==> src/rtl/hsvtm_pkg.sv <==
// Shared types and constants of the HSV threshold mask unit.
`default_nettype none

package hsvtm_pkg;

	localparam int unsigned ChanW   = 8;
	localparam int unsigned HueW    = 9;
	localparam int unsigned HueAltW = 10;
	localparam int unsigned SatW    = 9;
	localparam int unsigned NumW    = 17;
	localparam int unsigned CfgIdxW = 3;
	localparam int unsigned CfgDatW = 10;

	localparam int HueScale     = 60;
	localparam int HueGreenBase = 120;
	localparam int HueBlueBase  = 240;
	localparam int HueFull      = 360;

	localparam logic [ChanW-1:0] MaskPass = 8'hFF;
	localparam logic [ChanW-1:0] MaskFail = 8'h00;

	typedef enum logic [CfgIdxW-1:0] {
		RegGreyLow    = 3'd0,
		RegGreyHigh   = 3'd1,
		RegHueLow     = 3'd2,
		RegHueHigh    = 3'd3,
		RegHueLowAlt  = 3'd4,
		RegHueHighAlt = 3'd5,
		RegValueFloor = 3'd6,
		RegSatFloor   = 3'd7
	} reg_idx_t;

	typedef struct packed {
		logic [ChanW-1:0]          grey_low;
		logic [ChanW-1:0]          grey_high;
		logic [HueW-1:0]           hue_low;
		logic [HueW-1:0]           hue_high;
		logic signed [HueAltW-1:0] hue_low_alt;
		logic signed [HueAltW-1:0] hue_high_alt;
		logic [ChanW-1:0]          value_floor;
		logic [SatW-1:0]           saturation_floor;
	} cfg_t;

	// Hue as the fraction num / den, with den forced to one for a grey pixel.
	typedef struct packed {
		logic [ChanW-1:0] max_chan;
		logic [ChanW-1:0] delta;
		logic [ChanW-1:0] den;
		logic [NumW-1:0]  num;
		logic             flat;
	} hsv_t;

endpackage

`default_nettype wire

==> src/rtl/hsvtm_cfg_regs.sv <==
// Configuration register file of the HSV threshold mask unit.
`default_nettype none

module hsvtm_cfg_regs (
	input  wire logic                          clk,
	input  wire logic                          arst_n,
	input  wire logic                          cfg_valid,
	output logic                               cfg_ready,
	input  wire logic [hsvtm_pkg::CfgIdxW-1:0] cfg_index,
	input  wire logic [hsvtm_pkg::CfgDatW-1:0] cfg_data,
	output hsvtm_pkg::cfg_t                    cfg
);

	hsvtm_pkg::cfg_t cfg_q;

	assign cfg_ready = 1'b1;
	assign cfg       = cfg_q;

	always_ff @(posedge clk or negedge arst_n) begin
		if (!arst_n) begin
			cfg_q.grey_low         <= '0;
			cfg_q.grey_high        <= '1;
			cfg_q.hue_low          <= '0;
			cfg_q.hue_high         <= hsvtm_pkg::HueW'(hsvtm_pkg::HueFull);
			cfg_q.hue_low_alt      <= '1;
			cfg_q.hue_high_alt     <= '1;
			cfg_q.value_floor      <= '0;
			cfg_q.saturation_floor <= '0;
		end else if (cfg_valid && cfg_ready) begin
			case (hsvtm_pkg::reg_idx_t'(cfg_index))
				hsvtm_pkg::RegGreyLow:    cfg_q.grey_low     <= cfg_data[7:0];
				hsvtm_pkg::RegGreyHigh:   cfg_q.grey_high    <= cfg_data[7:0];
				hsvtm_pkg::RegHueLow:     cfg_q.hue_low      <= cfg_data[8:0];
				hsvtm_pkg::RegHueHigh:    cfg_q.hue_high     <= cfg_data[8:0];
				hsvtm_pkg::RegHueLowAlt:  cfg_q.hue_low_alt  <= cfg_data;
				hsvtm_pkg::RegHueHighAlt: cfg_q.hue_high_alt <= cfg_data;
				hsvtm_pkg::RegValueFloor: cfg_q.value_floor  <= cfg_data[7:0];
				hsvtm_pkg::RegSatFloor:   cfg_q.saturation_floor <= cfg_data[8:0];
				default: begin
				end
			endcase
		end
	end

endmodule

`default_nettype wire

==> src/rtl/hsvtm_hsv.sv <==
// RGB to HSV conversion: max, delta and hue as an exact fraction.
`default_nettype none

module hsvtm_hsv (
	input  wire logic [hsvtm_pkg::ChanW-1:0] red,
	input  wire logic [hsvtm_pkg::ChanW-1:0] green,
	input  wire logic [hsvtm_pkg::ChanW-1:0] blue,
	output hsvtm_pkg::hsv_t                  hsv
);

	logic [hsvtm_pkg::ChanW-1:0] mx;
	logic [hsvtm_pkg::ChanW-1:0] mn;
	logic [hsvtm_pkg::ChanW-1:0] delta;
	logic signed [19:0]          diff_rg;
	logic signed [19:0]          diff_gb;
	logic signed [19:0]          diff_br;
	logic signed [19:0]          dlt_s;
	logic signed [19:0]          num_s;

	always_comb begin
		mx = red;
		if (green > mx) mx = green;
		if (blue > mx)  mx = blue;
		mn = red;
		if (green < mn) mn = green;
		if (blue < mn)  mn = blue;
	end

	assign delta   = mx - mn;
	assign dlt_s   = 20'(signed'({1'b0, delta}));
	assign diff_rg = 20'(signed'({1'b0, red}))   - 20'(signed'({1'b0, green}));
	assign diff_gb = 20'(signed'({1'b0, green})) - 20'(signed'({1'b0, blue}));
	assign diff_br = 20'(signed'({1'b0, blue}))  - 20'(signed'({1'b0, red}));

	// Ties go to red first, then green.
	always_comb begin
		if (mx == red) begin
			num_s = diff_gb * 20'sd60;
			if (num_s < 0) num_s = num_s + dlt_s * 20'sd360;
		end else if (mx == green) begin
			num_s = diff_br * 20'sd60 + dlt_s * 20'sd120;
		end else begin
			num_s = diff_rg * 20'sd60 + dlt_s * 20'sd240;
		end
	end

	always_comb begin
		hsv.max_chan = mx;
		hsv.delta    = delta;
		hsv.flat     = (delta == '0);
		hsv.den      = hsv.flat ? hsvtm_pkg::ChanW'(1) : delta;
		hsv.num      = hsv.flat ? '0 : num_s[hsvtm_pkg::NumW-1:0];
	end

endmodule

`default_nettype wire

==> src/rtl/hsvtm_check.sv <==
// Threshold checks on grey, hue, value and saturation of one pixel.
`default_nettype none

module hsvtm_check (
	input  wire logic [hsvtm_pkg::ChanW-1:0] grey_level,
	input  hsvtm_pkg::hsv_t                  hsv,
	input  hsvtm_pkg::cfg_t                  cfg,
	output logic                             pass
);

	localparam int unsigned NW = hsvtm_pkg::NumW;

	logic [NW-1:0] lo_prod;
	logic [NW-1:0] hi_prod;
	logic [NW-1:0] lo_alt_prod;
	logic [NW-1:0] hi_alt_prod;
	logic [NW-1:0] sat_lhs;
	logic [NW-1:0] sat_rhs;
	logic          grey_ok;
	logic          hue_main_ok;
	logic          hue_alt_ok;
	logic          val_ok;
	logic          sat_ok;

	assign lo_prod     = NW'(cfg.hue_low) * NW'(hsv.den);
	assign hi_prod     = NW'(cfg.hue_high) * NW'(hsv.den);
	assign lo_alt_prod = NW'(cfg.hue_low_alt[8:0]) * NW'(hsv.den);
	assign hi_alt_prod = NW'(cfg.hue_high_alt[8:0]) * NW'(hsv.den);

	assign grey_ok     = (grey_level >= cfg.grey_low) && (grey_level <= cfg.grey_high);
	assign hue_main_ok = (hsv.num >= lo_prod) && (hsv.num <= hi_prod);
	// A negative low bound switches the second window off; a negative high
	// bound lies below every hue and so matches nothing.
	assign hue_alt_ok  = !cfg.hue_low_alt[9] && !cfg.hue_high_alt[9]
		&& (hsv.num >= lo_alt_prod) && (hsv.num <= hi_alt_prod);
	assign val_ok      = (hsv.max_chan >= cfg.value_floor);

	assign sat_lhs = {1'b0, hsv.delta, 8'h00};
	assign sat_rhs = NW'(cfg.saturation_floor) * NW'(hsv.max_chan);
	assign sat_ok  = hsv.flat ? (cfg.saturation_floor == '0) : (sat_lhs >= sat_rhs);

	assign pass = grey_ok && (hue_main_ok || hue_alt_ok) && val_ok && sat_ok;

endmodule

`default_nettype wire

==> src/rtl/hsv_threshold_mask_unit.sv <==
// Top level of the HSV threshold mask unit: handshakes, pipeline registers, checks.
// Usage:
//   Pixels enter on the input channel (in_valid / in_stall) as a grey byte and
//   red, green and blue bytes. For each pixel the unit returns one mask byte on
//   the output channel (out_valid / out_stall): 255 when the pixel passes the
//   grey, hue, value and saturation checks, otherwise 0.
//   A transaction takes place on a rising edge where valid is high and stall low.
//   Thresholds are written over the configuration channel (cfg_valid, cfg_ready,
//   cfg_index, cfg_data) while no pixel is in flight; cfg_ready is always high.
//   Throughput is one pixel per cycle while the receiver does not stall.
//   out_valid rises when the pixel moves from the input register into the result
//   register. The path holds one input register, one layer of conversion and
//   compare logic, one result register. The compare layer, with its small
//   multipliers of hue bounds by delta, sets the clock period.
//   When the receiver stalls, the result register holds its mask byte and the
//   input register still takes one further pixel; only when both are full does
//   in_stall rise.
//   Reset empties both pipeline registers and loads the default thresholds:
//   full grey range, hue window 0 to 360, second window off, no value or
//   saturation floor.
`default_nettype none

module hsv_threshold_mask_unit (
	input  wire logic                          clk,
	input  wire logic                          arst_n,
	input  wire logic                          in_valid,
	output logic                               in_stall,
	input  wire logic [hsvtm_pkg::ChanW-1:0]   grey_level,
	input  wire logic [hsvtm_pkg::ChanW-1:0]   red,
	input  wire logic [hsvtm_pkg::ChanW-1:0]   green,
	input  wire logic [hsvtm_pkg::ChanW-1:0]   blue,
	output logic                               out_valid,
	input  wire logic                          out_stall,
	output logic [hsvtm_pkg::ChanW-1:0]        mask_byte,
	input  wire logic                          cfg_valid,
	output logic                               cfg_ready,
	input  wire logic [hsvtm_pkg::CfgIdxW-1:0] cfg_index,
	input  wire logic [hsvtm_pkg::CfgDatW-1:0] cfg_data
);

	hsvtm_pkg::cfg_t             cfg;
	hsvtm_pkg::hsv_t             hsv;
	logic                        valid_s1;
	logic [hsvtm_pkg::ChanW-1:0] grey_s1;
	logic [hsvtm_pkg::ChanW-1:0] red_s1;
	logic [hsvtm_pkg::ChanW-1:0] green_s1;
	logic [hsvtm_pkg::ChanW-1:0] blue_s1;
	logic                        valid_s2;
	logic [hsvtm_pkg::ChanW-1:0] mask_s2;
	logic                        pass;
	logic                        in_take;
	logic                        out_take;
	logic                        adv_s2;

	hsvtm_cfg_regs u_cfg (
		.clk       (clk),
		.arst_n    (arst_n),
		.cfg_valid (cfg_valid),
		.cfg_ready (cfg_ready),
		.cfg_index (cfg_index),
		.cfg_data  (cfg_data),
		.cfg       (cfg)
	);

	hsvtm_hsv u_hsv (
		.red   (red_s1),
		.green (green_s1),
		.blue  (blue_s1),
		.hsv   (hsv)
	);

	hsvtm_check u_check (
		.grey_level (grey_s1),
		.hsv        (hsv),
		.cfg        (cfg),
		.pass       (pass)
	);

	// The result register moves on when it is empty or its mask byte is being
	// taken this cycle; the input register then frees up as well.
	assign out_take = valid_s2 && !out_stall;
	assign adv_s2   = valid_s1 && (!valid_s2 || !out_stall);
	assign in_stall = valid_s1 && !adv_s2;
	assign in_take  = in_valid && !in_stall;

	assign out_valid = valid_s2;
	assign mask_byte = mask_s2;

	always_ff @(posedge clk or negedge arst_n) begin
		if (!arst_n) begin
			valid_s1 <= 1'b0;
			valid_s2 <= 1'b0;
		end else begin
			if (in_take) begin
				valid_s1 <= 1'b1;
			end else if (adv_s2) begin
				valid_s1 <= 1'b0;
			end
			if (adv_s2) begin
				valid_s2 <= 1'b1;
			end else if (out_take) begin
				valid_s2 <= 1'b0;
			end
		end
	end

	always_ff @(posedge clk) begin
		if (in_take) begin
			grey_s1  <= grey_level;
			red_s1   <= red;
			green_s1 <= green;
			blue_s1  <= blue;
		end
		if (adv_s2) begin
			mask_s2 <= pass ? hsvtm_pkg::MaskPass : hsvtm_pkg::MaskFail;
		end
	end

	// Stall is only raised while the input register holds a pixel.
	assert property (@(posedge clk) disable iff (!arst_n) in_stall |-> valid_s1)
		else $error("in_stall raised with an empty input register");

	// A pixel moving into the result register is presented next cycle.
	assert property (@(posedge clk) disable iff (!arst_n) adv_s2 |=> out_valid)
		else $error("advanced pixel not presented on the output");

	// The mask byte is only ever all ones or all zeros.
	assert property (@(posedge clk) disable iff (!arst_n)
		out_valid |-> (mask_byte == hsvtm_pkg::MaskPass || mask_byte == hsvtm_pkg::MaskFail))
		else $error("mask byte neither pass nor fail");

endmodule

`default_nettype wire
==> config.mk <==
export PLATFORM = sky130hd
export DESIGN_NAME = hsv_threshold_mask_unit
export DESIGN_NICKNAME = d
export VERILOG_FILES = /design/src/rtl/hsvtm_pkg.sv /design/src/rtl/hsvtm_cfg_regs.sv /design/src/rtl/hsvtm_hsv.sv /design/src/rtl/hsvtm_check.sv /design/src/rtl/hsv_threshold_mask_unit.sv
export SDC_FILE = /design/constraint.sdc
export NUM_CORES = 1
export LEC_CHECK = 0
export BUFFER_PORTS_ARGS = -buffer_cell sky130_fd_sc_hd__buf_2
export CAP_MARGIN = 30
export CORE_MARGIN = 1
export CORE_UTILIZATION = 55
export DETAILED_ROUTE_END_ITERATION = 7
export PLACE_DENSITY_LB_ADDON = 0.12
export SYNTH_ARGS = -nofsm -noshare
export SYNTH_HDL_FRONTEND = slang
export SYNTH_SLANG_ARGS = --single-unit
==> constraint.sdc <==
create_clock -name clk -period 12.7 [get_ports clk]
set_input_delay 0.635 -clock clk [delete_from_list [all_inputs] [get_ports clk]]
set_output_delay 0.635 -clock clk [all_outputs]
set_load 0.1 [all_outputs]
==> qor.txt, run 1 <==
Largest cells by area after synthesis: ha_1, fa_1, inv_1
Crit Path Class: flip-flop to flip-flop
Leading area contributor after synthesis: ha_1
Netlist area before placement: 26300 um^2
Dpl hpwl: 56.5 mm
Initial antenna violation count: 2
Most used cell, CP: ha_1
Vias post-DR: 20800
Initial Utilization: 56.1%
Synth cell types: 85
Dominant synthesized flop cell: dfrtp_1
Largest fanout on the critical path: 14
Die area: 48600 um^2
Max cap viols: 0
Vias in the first global route: 21000
First-pass GRT wire length: 110 mm
Final number of max-transition violations: 0
Io pins: 61
Cts bufs inserted: 9
Clock Skew: 0.0134 ns
Critical path's slowest cell: fa_1
Most frequent cells in the layout: inv_1, ha_1, fa_1
CP peak stage delay: 0.55 ns
Core Rows: 79
Height of the die: 221 um
Fin crit period: 12.03 ns
DR WL/cell: 19.0 um
I/O Buffers: 59
Hold WC Path Type: input pin to flip-flop
Clk slew on worst S/H paths: 0.08 ns
GPL Wtd Cong: 0.911
Crit. End Element: flip-flop
H-tree depth: 3
Final setup viols: 0
Via density: 5.74
Skew-Pair Late Insertion Delay: 0.38 ns
Largest net degree at the start of global routing: 74
WL final: 69.1 mm
Setup WS post-layout: 0.668 ns
Critical Path RT: 12.89 ns
DR iter-0 viols: 1359
Layout cells sized above 1: 10.5%
Synth Instances: 2948
Post-synth top area share: 22.3%
Avg Inst Size Synth: 8.91 um^2
Core ar.: 46900 um^2
Clk sinks: 106
Crit share post-route: 94.7%
Syn nets: 3746
Clock Path Buffers: 2
TritonCTS clock tree: done
Flops & latches, synth: 106
Drt first pass iters: 5
Root buffer cell: clkbuf_16
Final Net Count: 3814
Post-DP Area: 27500 um^2
Register area share after synthesis: 10.9%
Area growth syn-to-layout: 6.84%
Hold Violations, Final: 0
DRT antenna net count: 0
GRT Total Usage: 29.1%
Crit path launch type: flip-flop
Final instance area: 28100 um^2
Status: finished clean
Critical Path AT: 12.22 ns
Pre-CTS setup slack: 0.142 ns
Slew margin rel.: 32.4%
Worst-Margin Slew: 1.01 ns
Ys async rst share: 68.9%
Remaining global-route overflow: 0
Fmax: 0.0831 GHz
Die width: 221 um
Commonest non-fill, non-tap cell in the layout: inv_1
Yosys warns: 0
Drt drc: 0
EDFF count, synth: 33
==> metrics by stage <==
stage	setup TNS [ns]	hold WS [ns]	cells	utilization, %
after floorplan	0	0.339	2948	-
after global placement	0	0.455	3603	58.7
after detailed placement	0	0.480	3603	58.7
after CTS	0	0.418	3619	59.4
after global routing	-0.0210	0.416	3628	59.9
final	0	0.429	3629	59.9
==> Yosys cell counts (11+ instances only) <==
library cell and instances:
nor2_1 81, nand2b_1 23, nand4_1 20, o21a_1 20
and3_1 144, a21o_1 64, nand2_1 188, nor2b_1 24
a21oi_1 175, fa_1 279, xnor2_1 129, mux2i_1 27
xor2_1 46, dfstp_2 32, o21bai_1 42, and2_1 102
nor3_1 22, clkbuf_1 51, nand3_1 34, mux2_2 76
buf_1 11, a21boi_0 13, ha_1 469, inv_1 538
dfrtp_1 41, buf_2 11, o21ai_0 97, edfxtp_1 33
==> timing repair <==
action	CTS	global route
setup endpoints to repair	0	1
setup buffers	0	9
hold buffers	0	0
resized for setup	0	34
hold endpoints to repair	0	0
==> critical path, delay by kind of cell, from the launching register on <==
kind	cells	cell delay [ns]
fa+ha+maj	10	3.81
xor+xnor	1	0.18
mux	1	0.27
flops	1	0.46
compound gates	21	3.91
simple gates	12	1.87
buf+inv	9	1.30
==> cells by family after synthesis <==
kind of cell / Yosys count / synth area share [%]
buffers and inverters: 630 / 9.36
other: 1 / 0.0143
AOI/OAI and AO/OA: 493 / 11.8
muxes: 104 / 4.35
DFF: 106 / 10.9
xor gates and xnor gates: 177 / 6.01
and+or+nand+nor: 687 / 13.9
adders and majority gates: 750 / 43.7
==> worst paths after layout <==
| kind | depth (start not counted) | endpoint | startpoint | slack [ns] |
|---|---|---|---|---|
| worst max register to register | 54 | mask_byte[6] | green_s1[6] | 0.67 |
| worst min register to register | 1 | out_valid | valid_s1 | 0.49 |
| min in group asynchronous | 2 | u_cfg.cfg[3] | arst_n | 0.46 |
| worst min-delay path | 1 | grey_s1[4] | grey_level[4] | 0.43 |
| worst max-delay path | 54 | mask_byte[6] | green_s1[6] | 0.67 |
| max in group asynchronous | 2 | u_cfg.cfg[46] | arst_n | 11.66 |
==> routing by layer <==
metal  vias to the layer above  global-route usage (%)  part of all wire [%]
met1                     10200                    40.7                    46
met4                         0                    8.31                   2.8
met3                       111                    4.10                   6.4
met2                       582                    46.8                    45
met5                         -                       0                     0
li1                       9921                       -                     -
==> layout make-up <==
class,count,area (um^2)
Multi-Input combinational cell,2212,21100
Fill cell,4230,18800
Sequential cell,106,2860
Inverter,542,2030
Timing Repair Buffer,145,961
Tap cell,607,759
Clock buffer,9,225
Clock inverter,7,88.8
Antenna cell,1,2.50
==> flip-flops by register name (all words and copies together) (netlist names) <==
signal     cells
u_cfg.cfg     71
valid_s1       1
grey_s1        8
blue_s1        8
red_s1         8
out_valid      1
green_s1       8
mask_byte      1
Power of run 1 is left out: the tool's default activity adds up to more than one toggle a clock period on the data nets, which glitch-free logic cannot reach.
==> inputs of run 2 (changes only) <==
Settings changed: CTS_CLUSTER_SIZE set to 25, REMOVE_ABC_BUFFERS set to 1.
==> run 2 against run 1 <==
Net effect:
- clock skew rose by 0.0055 ns
- clock-buffer cell count did not move
- die area did not move
- highest routed layer unchanged
==> qor.txt, run 2 (synthesis results as in run 1) <==
Largest fanout on the critical path: 15 (was 14)
Vias in the first global route: 21000 (about the same)
Drt first pass iters: 7 (was 5)
Dpl hpwl: 56.9 mm (was 56.5 mm)
Cts bufs inserted: 9 (unchanged)
Status: finished clean (unchanged)
Clock Path Buffers: 2 (unchanged)
RR Startpoint: red_s1[2] (was green_s1[6])
Top Family by Delay on Critical Path: compound AO/OA/AOI/OAI gates (unchanged)
Critical Path AT: 12.13 ns (was 12.22 ns)
Via density: 5.69 (was 5.74)
Clk sinks: 106 (unchanged)
Core Rows: 79 (unchanged)
Crit Path Class: flip-flop to flip-flop (unchanged)
Crit path buf inv count: 7 (was 9)
Core Util, Final: 60.1% (was 59.9%)
Hold Violations, Final: 0 (unchanged)
Most frequent cells in the layout: inv_1, ha_1, fa_1 (unchanged)
Layout cells sized above 1: 11.0% (was 10.5%)
Final Net Count: 3823 (was 3814)
GRT Total Usage: 29.5% (was 29.1%)
RSZ-0062 raised after global routing: no
Hold WC Path Type: input pin to async pin (was input pin to flip-flop)
Final instance area: 28100 um^2 (about the same)
DR iter-0 viols: 1083 (was 1359)
Clk slew on worst S/H paths: 0.09 ns (was 0.08 ns)
Worst-Margin Slew: 1.02 ns (was 1.01 ns)
Height of the die: 221 um (unchanged)
Most used cell, CP: ha_1 (unchanged)
Initial antenna violation count: 0 (was 2)
Final number of max-transition violations: 0 (unchanged)
Die area: 48600 um^2 (unchanged)
Area growth syn-to-layout: 7.14% (was 6.84%)
Initial Utilization: 56.1% (unchanged)
Critical path startpoint: red_s1[2] (was green_s1[6])
Skew-Pair Late Insertion Delay: 0.40 ns (was 0.38 ns)
Max cap viols: 0 (unchanged)
Clock Skew: 0.0188 ns (was 0.0134 ns)
CP peak stage delay: 0.52 ns (was 0.55 ns)
GPL Wtd Cong: 0.918 (was 0.911)
Commonest non-fill, non-tap cell in the layout: inv_1 (unchanged)
I/O Buffers: 59 (unchanged)
Io pins: 61 (unchanged)
Crit. End Element: flip-flop (unchanged)
Critical path's slowest cell: fa_1 (unchanged)
Fin crit period: 11.95 ns (was 12.03 ns)
Root buffer cell: clkbuf_16 (unchanged)
Slew margin rel.: 31.8% (was 32.4%)
Setup tns final: 0 ns (unchanged)
H-tree depth: 3 (unchanged)
Vias post-DR: 20700 (was 20800)
Largest net degree at the start of global routing: 74 (unchanged)
Final setup viols: 0 (unchanged)
Crit path launch type: flip-flop (unchanged)
Fmax: 0.0837 GHz (was 0.0831 GHz)
WL final: 69.5 mm (was 69.1 mm)
Remaining global-route overflow: 0 (unchanged)
DR WL/cell: 19.1 um (was 19.0 um)
Max FFs per register: 71 (unchanged)
First-pass GRT wire length: 110 mm (about the same)
Critical Path RT: 12.89 ns (about the same)
Crit share post-route: 94.1% (was 94.7%)
DRT antenna net count: 0 (unchanged)
Die width: 221 um (unchanged)
# diodes: 0 (was 1)
Drt drc: 0 (unchanged)
Post-DP Area: 27500 um^2 (about the same)
Core ar.: 46900 um^2 (unchanged)
Hold_ws: 0.248 ns (was 0.429 ns)
TritonCTS clock tree: done (unchanged)
==> run 2: path summary, 6_finish.rpt <==
check                      slack, ns  cells after the start       endpoint
hold / removal                  0.25                      1  u_cfg.cfg[20]
min in group clk                0.41                      1     grey_s1[4]
setup / recovery                0.75                     58   mask_byte[6]
setup reg to reg                0.75                     58   mask_byte[6]
hold reg to reg                 0.49                      1      out_valid
max in group asynchronous      12.01                      2  u_cfg.cfg[60]
==> run 2: area by class of cell <==
class                           count  area [um^2]
Fill cell                        4175        18700
Inverter                          542         2030
Sequential cell                   106         2860
Clock buffer                        9          225
Multi-Input combinational cell   2212        21100
Timing Repair Buffer              154         1050
Clock inverter                      7         88.8
Tap cell                          607          759
==> run 2: through the flow <==
step | worst slack, ns | std cells
global placement | 0.229 | 3601
finish | 0.754 | 3637
detailed placement | -0.0576 | 3602
floorplan | -1.31 | 2860
global route | 0.0111 | 3637
CTS | 0.0218 | 3618
==> run 2: routing by layer <==
metal | share of wire (%) | track usage, %
met1 | 45 | 39.8
met3 | 4.8 | 3.09
met4 | 3.1 | 9.38
met2 | 47 | 49.5
met5 | 0 | 0
==> run 2: what timing repair did <==
action,CTS,global route
setup buffers,0,17
resized for setup,2,34
pin swaps,0,6
hold buffers,0,0
gates cloned,0,0
setup endpoints to repair,1,1
Power of run 2 is left out for the same reason.
